### src/hw/rtl/dewpoint_from_temp_humidity_macros.svh
// ----------------------------------------------------------------------------
// dewpoint_from_temp_humidity_macros.svh
// assertion macros for the dewpoint pipeline, empty when synthesising
// ----------------------------------------------------------------------------
`ifndef DEWPOINT_FROM_TEMP_HUMIDITY_MACROS_SVH
`define DEWPOINT_FROM_TEMP_HUMIDITY_MACROS_SVH

`ifndef SYNTHESIS
// consequent checked in the same cycle as the antecedent
`define DPTH_ASSERT_SAME(label, clk, rst_n, ante, cons) \
    label: assert property (@(posedge clk) disable iff (!rst_n) (ante) |-> (cons)) \
        else $error("dewpoint pipeline check failed");
// consequent checked in the cycle after the antecedent
`define DPTH_ASSERT_NEXT(label, clk, rst_n, ante, cons) \
    label: assert property (@(posedge clk) disable iff (!rst_n) (ante) |=> (cons)) \
        else $error("dewpoint pipeline check failed");
`else
`define DPTH_ASSERT_SAME(label, clk, rst_n, ante, cons)
`define DPTH_ASSERT_NEXT(label, clk, rst_n, ante, cons)
`endif

`endif

### src/hw/rtl/dpth_div_pipe.sv
// ----------------------------------------------------------------------------
// dpth_div_pipe
// pipelined restoring divider, one quotient bit per stage, msb first
// ----------------------------------------------------------------------------
module dpth_div_pipe #(
    parameter int unsigned NW = 32,
    parameter int unsigned DW = 16,
    parameter int unsigned QB = 16,
    parameter int unsigned SW = 1
) (
    input  logic          i_clk,
    input  logic          i_rst_n,
    input  logic          i_adv,
    input  logic          i_valid,
    input  logic [NW-1:0] i_num,
    input  logic [DW-1:0] i_den,
    input  logic [SW-1:0] i_side,
    output logic          o_valid,
    output logic [QB-1:0] o_quo,
    output logic [SW-1:0] o_side
);
    localparam int unsigned WW = (NW > DW + QB) ? NW : DW + QB;

    logic          r_valid [QB];
    logic [NW-1:0] r_rem   [QB];
    logic [DW-1:0] r_den   [QB];
    logic [QB-1:0] r_q     [QB];
    logic [SW-1:0] r_side  [QB];

    for (genvar s = 0; s < QB; s++) begin : g_stage
        logic [NW-1:0] w_rin;
        logic [DW-1:0] w_din;
        logic [QB-1:0] w_qin;
        logic [SW-1:0] w_sin;
        logic          w_vin;
        logic [WW-1:0] w_sub;
        logic          w_ge;
        logic [NW-1:0] n_rem;

        if (s == 0) begin : g_first
            assign w_rin = i_num;
            assign w_din = i_den;
            assign w_qin = '0;
            assign w_sin = i_side;
            assign w_vin = i_valid;
        end else begin : g_next
            assign w_rin = r_rem[s-1];
            assign w_din = r_den[s-1];
            assign w_qin = r_q[s-1];
            assign w_sin = r_side[s-1];
            assign w_vin = r_valid[s-1];
        end

        assign w_sub = WW'(w_din) << (QB - 1 - s);
        assign w_ge  = WW'(w_rin) >= w_sub;
        assign n_rem = w_ge ? NW'(WW'(w_rin) - w_sub) : w_rin;

        always_ff @(posedge i_clk) begin
            if (!i_rst_n) begin
                r_valid[s] <= 1'b0;
            end else if (i_adv) begin
                r_valid[s] <= w_vin;
            end
        end

        always_ff @(posedge i_clk) begin
            if (i_adv) begin
                r_rem[s]  <= n_rem;
                r_den[s]  <= w_din;
                r_q[s]    <= {w_qin[QB-2:0], w_ge};
                r_side[s] <= w_sin;
            end
        end
    end

    assign o_valid = r_valid[QB-1];
    assign o_quo   = r_q[QB-1];
    assign o_side  = r_side[QB-1];

endmodule
### config.mk
export PLATFORM = sky130hd
export DESIGN_NAME = dpth_div_pipe
export DESIGN_NICKNAME = d
export VERILOG_FILES = /design/src/hw/rtl/dewpoint_from_temp_humidity_macros.svh /design/src/hw/rtl/dpth_div_pipe.sv
export SDC_FILE = /design/constraint.sdc
export NUM_CORES = 1
export LEC_CHECK = 0
export BUFFER_PORTS_ARGS = -buffer_cell sky130_fd_sc_hd__buf_2
export CORE_MARGIN = 3
export CORE_UTILIZATION = 57
export DETAILED_ROUTE_END_ITERATION = 8
export PLACE_DENSITY = 0.76
export SYNTH_ARGS = -nofsm -noshare
export SYNTH_HDL_FRONTEND = slang
export SYNTH_SLANG_ARGS = --single-unit
export TNS_END_PERCENT = 100
### constraint.sdc
create_clock -name i_clk -period 2.94 [get_ports i_clk]
set_input_delay 0.588 -clock i_clk [delete_from_list [all_inputs] [get_ports i_clk]]
set_output_delay 0.588 -clock i_clk [all_outputs]
set_load 0.05 [all_outputs]
* Word level (Yosys, flattened, before mapping) *
Memory sizes are Yosys's and may differ from the RTL's.
Cells that the tools add are included.

word-level totals
  flip-flop bits (word level) = 0
  latch bits = 0
  bits in writable memories = 1056
  bits in read-only memories = 0
  input bits = 53
  word-level logic and storage cells = 90
  memories kept = 5

memories
  name     words  width  read ports  clocked after memory_dff  wr ports  line                 source
  r_rem    16     32     15          0                         16        dpth_div_pipe.sv:25  logic [NW-1:0] r_rem [QB];
  r_den    16     16     15          0                         16        dpth_div_pipe.sv:26  logic [DW-1:0] r_den [QB];
  r_q      16     16     16          0                         16        dpth_div_pipe.sv:27  logic [QB-1:0] r_q [QB];
  r_side   16     1      16          0                         16        dpth_div_pipe.sv:28  logic [SW-1:0] r_side [QB];
  r_valid  16     1      16          0                         16        dpth_div_pipe.sv:24  logic r_valid [QB];

cells by class
  $add $sub $neg = 16
  multiply operators = 0
  divide/modulo/power cells = 0
  magnitude comparators = 16
  eq/ne operators = 0
  shifts and indexed selects = 0
  muxes and demuxes = 37
  bitwise logic cells = 16
  reduce and logical (&&, ||, !) cells = 0

operators by type and width
  kind                                          count
  2-to-1 mux 32 bit                             16
  greater-or-equal comparator 32 x 16 -> 1 bit  1
  greater-or-equal comparator 32 x 17 -> 1 bit  1
  greater-or-equal comparator 32 x 18 -> 1 bit  1
  greater-or-equal comparator 32 x 19 -> 1 bit  1
  greater-or-equal comparator 32 x 20 -> 1 bit  1
  greater-or-equal comparator 32 x 21 -> 1 bit  1
  greater-or-equal comparator 32 x 22 -> 1 bit  1
  greater-or-equal comparator 32 x 23 -> 1 bit  1
  greater-or-equal comparator 32 x 24 -> 1 bit  1
  greater-or-equal comparator 32 x 25 -> 1 bit  1
  greater-or-equal comparator 32 x 26 -> 1 bit  1
  greater-or-equal comparator 32 x 27 -> 1 bit  1
  greater-or-equal comparator 32 x 28 -> 1 bit  1
  greater-or-equal comparator 32 x 29 -> 1 bit  1
  greater-or-equal comparator 32 x 30 -> 1 bit  1
  greater-or-equal comparator 32 x 31 -> 1 bit  1
  subtractor 32 x 16 -> 32 bit                  1
  subtractor 32 x 17 -> 32 bit                  1
  subtractor 32 x 18 -> 32 bit                  1
  subtractor 32 x 19 -> 32 bit                  1
  subtractor 32 x 20 -> 32 bit                  1
  subtractor 32 x 21 -> 32 bit                  1
  subtractor 32 x 22 -> 32 bit                  1
  other kinds (11)                              46

* Logic depth before layout (Yosys ltp) *
Gate-level depths: netlist of run 1.

  word-level depth = 4
  depth in mapped cells = 13
  depth with buffers taken out = 12

* Worst setup path after synthesis of run 1 *
Ideal clock, no wire load.

  kind = flip-flop to flip-flop
  start point = memory r_rem[1][13], in the netlist r_rem[0][45]
  end point = memory r_rem[2][31], in the netlist r_rem[1][31] (data pin)
  library setup time = 0.258 ns
  data arrival time = 2.686 ns
  data required time = 2.682 ns
  setup slack = -0.004 ns
  stages on the path, launching flop included = 13
  period minus slack after synthesis = 2.944 ns
  path through = edfxtp_1 -> inv_1 -> ha_1 -> inv_1 -> fa_1 -> a21o_1 -> a221oi_1 -> o21ai_0 -> o221a_2 -> nor2b_1 -> o31ai_1 -> nand3_1 -> xnor2_1

RTL lines
  what         line
  from (decl)  dpth_div_pipe.sv:25

==> impl_metrics.tcl, run 1 <==
set metrics [dict create \
    yosys-top-cells-count "edfxtp_1, inv_1, nand2_1" \
    slew_viol_final 0 \
    clk_latency_ps 700 \
    avgSynthCellArea_sq_um 12.0 \
    hold_class "input pin to flop" \
    antenna_found_initial 1 \
    cts_sinks 888 \
    cts_tree "yes" \
    period_needed_ps 3280 \
    crit_fanout 4 \
    firstDrtPassIters 7 \
    root_buffer "clkbuf_16" \
    yosys_warnings 0 \
    diodes 0 \
    num_vias 31478 \
    seqCellArea_sq_mm 0.0267 \
    synth_area_leaders "edfxtp_1, ha_1, xnor2_1" \
    synth.most_common_cell "edfxtp_1" \
    violations "design-rule violations, negative setup slack" \
    drcViolationCount 1 \
    final.fill_count 4930 \
    arrival_ps 3690 \
    power_mw 48.8 \
    synth_cell_types 87 \
    wirelength_microns 104000 \
    clock_skew_ps 94.3 \
    finalHoldViolCount 0 \
    grt.overflow.total 0 \
    synth_area_sq_mm 0.0449 \
    rows 102 \
    fp.dieH_microns 287 \
    post_dp_cell_area_sq_mm 0.0494 \
    critPathLaunchType "flop" \
    place.gp.congestion 0.894 \
    synth_cells 3730 \
    clk_pin_slew_ps 70 \
    grt_max_degree 146 \
    num_io_pins 71 \
    tightest_slew_ps 752 \
    cap_viol_max_count 0 \
    yosysTopAreaCell "edfxtp_1" \
    yosysSeqAreaShare_pct 59.4 \
    required_ps 3350 \
    grt_pass1_vias 31627 \
    hpwl_microns 67900 \
    htree_num_levels 3 \
    synth_edf_count 887 \
    drive_gt1_share_pct 23.0 \
    timing.final.ws_setup_ps -343 \
    run_status "finished, violations left" \
    slew_headroom_pct 48.6 \
    ys_ff_latch 888 \
    grtUsageTotal_pct 23.7 \
    p_per_area_mw_per_mm2 886 \
    tns_ps -4590 \
    power.leakage_nw 21.5 \
    max_freq_mhz 305 \
    dp_slack_ps -756 \
    viasPerCell 5.82 \
    multi_input_area_sq_mm 0.0185 \
    area_delta_synth_final_pct 22.8 \
    rsz0062_at_grt "yes" \
    ir_worst_vdd_v 0.000532 \
    drtIter0Drc 2217 \
    synth-main-ff-cell "edfxtp_1" \
    syn_nets 4054 \
    io_buffers 70 \
    grt_pass1_wl_microns 156000 \
    yosys.area.top_type_share_pct 59.4 \
    crit_type "flop to flop" \
    die_w_microns 287 \
    initial_core_util_pct 57.7 \
    finalNetCount 4620 \
    setup_viol 33 \
    die_area_sq_mm 0.0821 \
    cp-end-kind "flop" \
    period_share_pct 112 \
    clockBufferDepth 3 \
    wire_per_inst_microns 19.2 \
    final_area_sq_mm 0.0551 \
    core_area_sq_mm 0.0777 \
    ant_nets 0 \
    synthArstFlopShare_pct 0 \
    cts_made_buffers 91 \
]
[layout by cell type, fill, tap and decap left out, types with 12 or more instances in the layout]
cell	Yosys	layout
a21oi_1	250	224
nand3_1	64	59
nand4b_1	12	12
nor3_1	74	63
nor4_1	60	37
xor2_1	139	139
ha_1	256	224
or3_1	36	33
o31ai_1	32	19
o21ai_1	2	14
buf_6	2	17
o21ai_0	243	219
or4_1	20	16
inv_2	2	19
clkbuf_16	0	94
xnor2_1	154	151
and3_1	32	29
nand4_1	38	38
nor2b_1	35	23
o21a_1	39	38
nor4_2	2	16
o211ai_1	17	17
inv_1	347	328
buf_12	0	23
a31oi_1	27	18
edfxtp_1	887	887
a21o_1	78	77
a21oi_2	1	24
or2_2	14	12
clkinv_1	0	22
nand2_1	265	252
nor2_1	235	227
buf_2	10	69
buf_4	2	422
o21bai_1	23	20
and2_1	14	12
mux2_2	33	25
ha_4	0	24
a211oi_1	32	22
nand2b_1	34	32
[report_power, final]
| group | switching (mW) | internal, mW | total [mW] | leakage [nW] |
|---|---|---|---|---|
| clock network | 5.02 | 6.63 | 11.6 | 1.45 |
| logic | 9.71 | 8.45 | 18.2 | 11.5 |
| registers | 1.63 | 17.4 | 19.0 | 8.58 |
[sequential cells by signal, indices dropped and copies added, names as in the netlist]
name / count
r_den: 240
r_q: 136
r_rem: 480
r_side: 16
r_valid: 16
[per-layer routing]
| metal | routed length, microns | GRT usage [%] | share of wire (%) |
|---|---|---|---|
| met1 | 35300 | 23.1 | 34 |
| met3 | 4110 | 3.04 | 3.9 |
| met4 | 6210 | 12.7 | 6.0 |
| met2 | 58400 | 47.4 | 56 |
| met5 | 0 | 0 | 0 |
[worst max-delay path: stages, from the launching register on]
cell and delay, ps:
edfxtp_1 420, inv_1 90, ha_2 180, inv_2 40, fa_2 360, a21o_1 220
a311oi_2 220, buf_4 180, o31ai_4 90, o41ai_2 260, buf_4 180, o21ai_2 70
or3_4 430, nor4_4 160, xor2_1 90
[stage by stage]
step | hold WS, ps | cells | utilization (%)
6_report | 106 | 5406 | 70.9
5_1_grt | 81.0 | 5406 | 70.9
4_1_cts | 79.1 | 5349 | 68.5
3_5_place_dp | 405 | 5164 | 63.6
3_3_place_gp | 400 | 5164 | 63.6
2_1_floorplan | 400 | 3730 | -
[logic make-up (layout without fill, tap and decap cells)]
kind of cell | after synthesis | in the layout | share of synthesized area, %
multiplexers | 37 | 37 | 0.917
AND/OR/NAND/NOR | 975 | 975 | 10.8
AO/OA/AOI/OAI | 851 | 851 | 11.8
XOR/XNOR | 293 | 293 | 5.72
adder cells (fa/ha/maj) | 271 | 271 | 7.81
buffers and inverters | 415 | 1051 | 3.56
flip-flops | 888 | 888 | 59.4
[worst paths after layout]
path | start | end | slack [ps] | cells after the start
setup / recovery | r_rem[4][37] | r_rem[5][31] | -340 | 14
hold / removal | i_num[4] | r_rem[0][4] | 110 | 1
hold reg to reg | r_side[14] | r_side[15] | 370 | 0
setup reg to reg | r_rem[4][37] | r_rem[5][31] | -340 | 14
[area by class of cell]
| type | instances | share of cell area (%) |
|---|---|---|
| Clock buffer | 101 | 4.20 |
| Inverter | 350 | 2.43 |
| Clock inverter | 62 | 1.33 |
| Sequential cell | 888 | 48.4 |
| Timing Repair Buffer | 538 | 7.80 |
| Multi-Input combinational cell | 2427 | 33.5 |
| Tap cell | 1040 | 2.36 |
[what timing repair did]
| item | CTS | global route |
|---|---|---|
| resized for setup | 118 | 289 |
| buffers inserted | 23 | 58 |
| pin swaps | 50 | 126 |
| gates cloned | 0 | 4 |
| setup endpoints to repair | 193 | 244 |
| hold buffers | 0 | 0 |
Note: power is estimated with default switching activity, not from simulation.
==> run 2: changes to the inputs <==
--- a/config.mk
+++ b/config.mk
@@ -13,4 +13,4 @@
 export SYNTH_ARGS = -nofsm -noshare
 export SYNTH_HDL_FRONTEND = slang
 export SYNTH_SLANG_ARGS = --single-unit
-export TNS_END_PERCENT = 100
+export TNS_END_PERCENT = 30
==> run 2 against run 1 <==
Effect of this change:
- the flow finishes with violations (negative setup slack)
- cell count fell by 0.44%
- setup slack got worse by 65 ps
- clock skew decreased by 3.6 ps
- clock power about the same
- sequential cell count did not move
- total power down 0.99%
- sequential power about the same
- hold slack improved by 2.5 ps
- via count down 1.0%
- largest cell class unchanged
==> impl_metrics.tcl, run 2 (same netlist as run 1, synthesis figures left out) <==
set metrics [dict create \
    cp-end-kind "flop" \
    dp_slack_ps -756 \
    largest-register "r_rem" \
    antenna_found_initial 0 \
    postCtsHoldBufs 0 \
    cts_tree "yes" \
    area_delta_synth_final_pct 21.4 \
    grt_pass1_wl_microns 155000 \
    post_dp_cell_area_sq_mm 0.0494 \
    wire_per_inst_microns 19.1 \
    drtIter0Drc 2167 \
    die_w_microns 287 \
    required_ps 3340 \
    cts_sinks 888 \
    period_share_pct 114 \
    critPathLaunchType "flop" \
    finalHoldViolCount 0 \
    layout_commonest_cell "edfxtp_1" \
    slew_headroom_pct 47.5 \
    num_io_pins 71 \
    ant_nets 0 \
    top_regs "r_rem: 480 flops, r_den: 240 flops, r_q: 136 flops" \
    root_buffer "clkbuf_16" \
    rows 102 \
    hpwl_microns 67900 \
    drcViolationCount 0 \
    run_status "finished, violations left" \
    timing.final.ws_setup_ps -408 \
    period_needed_ps 3350 \
    switching_share_pct 33.3 \
    cts_made_buffers 91 \
    fp.dieH_microns 287 \
    seqPwrFrac_pct 39.3 \
    largest_reg_flops 480 \
    grt_max_degree 146 \
    internal-power_mw 32.3 \
    p_per_area_mw_per_mm2 888 \
    die_area_sq_mm 0.0821 \
    final_area_sq_mm 0.0545 \
    place.gp.congestion 0.894 \
    setup_viol 46 \
    grtUsageTotal_pct 23.5 \
    clock_skew_ps 90.7 \
    clk_latency_ps 700 \
    wirelength_microns 103000 \
    p_clk_share_pct 24.1 \
    ir_worst_vdd_v 0.000552 \
    crit_fanout 4 \
    finalNetCount 4596 \
    final.fill_count 5014 \
    cap_viol_max_count 0 \
    arrival_ps 3750 \
    grt_pass1_vias 31601 \
    htree_num_levels 3 \
    initial_core_util_pct 57.7 \
    slew_viol_final 0 \
    core_area_sq_mm 0.0777 \
    grt.overflow.total 0 \
    io_buffers 70 \
    max_freq_mhz 299 \
    p_sw_mw 16.1 \
    layout_common_cells "edfxtp_1, buf_4, inv_1" \
    firstDrtPassIters 6 \
    violations "negative setup slack" \
    clk_pin_slew_ps 70 \
    diodes 0 \
    tightest_slew_ps 768 \
    hold_ws_ps 109 \
    viasPerCell 5.79 \
    crit_type "flop to flop" \
    drive_gt1_share_pct 21.8 \
    hold_class "input pin to flop" \
    power.leakage_nw 21.3 \
    clockBufferDepth 3 \
    num_vias 31154 \
    pwr-share-comb_pct 36.6 \
    rsz0062_at_grt "yes" \
]
[run 2: cell types whose count changed in the layout (fill, tap and decap cells not counted), moves of 4 or more]
cell     change
buf_4       -10
buf_6        -9
ha_1         +7
ha_4         -6
inv_1        +6
inv_2        -5
nand2_1      +4
nand2_2      -4
nor3_2       +4
nor4_2       +4
nor4_4       -4
o21ai_1      -4
[run 2: final cells by class]
class	count	area, sq um	share of cell area, %
Clock inverter	62	732	1.34
Tap cell	1040	1300	2.39
Multi-Input combinational cell	2427	18100	33.3
Clock buffer	101	2310	4.25
Timing Repair Buffer	514	4020	7.39
Sequential cell	888	26700	48.9
Inverter	350	1320	2.43
[run 2: power groups by stage]
stage	clock network [mW]	logic, mW	registers (mW)
after floorplan	0	10.9	18.7
after global routing	12.4	19.4	19.2
after detailed placement	0	15.8	19.1
final	11.7	17.7	19.0
after global placement	0	15.4	19.0
after CTS	11.8	16.4	18.9
[run 2: metal layers]
metal  track usage, %  up-vias  share of wire, %
li1                 -    14917                 -
met1             22.8    14993                34
met2             47.3      873                56
met3             3.15      371               3.6
met4             12.6        0               6.1
met5                0        -                 0
[run 2: critical path, stage by stage (launching register included)]
cell,delay [ps]
edfxtp_1,450
inv_2,130
ha_4,150
inv_2,50
fa_2,370
a21o_1,210
a311oi_2,260
buf_4,190
o31ai_4,90
o41ai_2,230
buf_4,180
o21ai_2,70
or3_4,430
nor4_4,160
xor2_1,90
[run 2: worst paths after layout]
check,from,cells past startpoint,slack (ps),to
worst min register to register,r_side[14],0,370,r_side[15]
worst max-delay path,r_rem[4][37],14,-410,r_rem[5][31]
worst max register to register,r_rem[4][37],14,-410,r_rem[5][31]
worst min-delay path,i_num[2],1,110,r_rem[0][2]
[run 2: timing repair]
item / in CTS / in global routing
pin swaps: 46 / 84
cloned: 0 / 2
resized for setup: 116 / 211
endpoints found under the setup margin: 193 / 244
endpoints found under the hold margin: 0 / 0
setup buffers: 21 / 34
[run 2: metrics by stage]
stage / power [mW] / utilization [%] / instances / TNS, ps
floorplan: 29.5 / - / 3730 / 0
global placement: 34.4 / 63.6 / 5164 / -12500
detailed placement: 34.9 / 63.6 / 5164 / -19730
CTS: 47.2 / 68.4 / 5348 / -1980
global route: 51.0 / 70.1 / 5382 / -11780
finish: 48.4 / 70.1 / 5382 / -4980
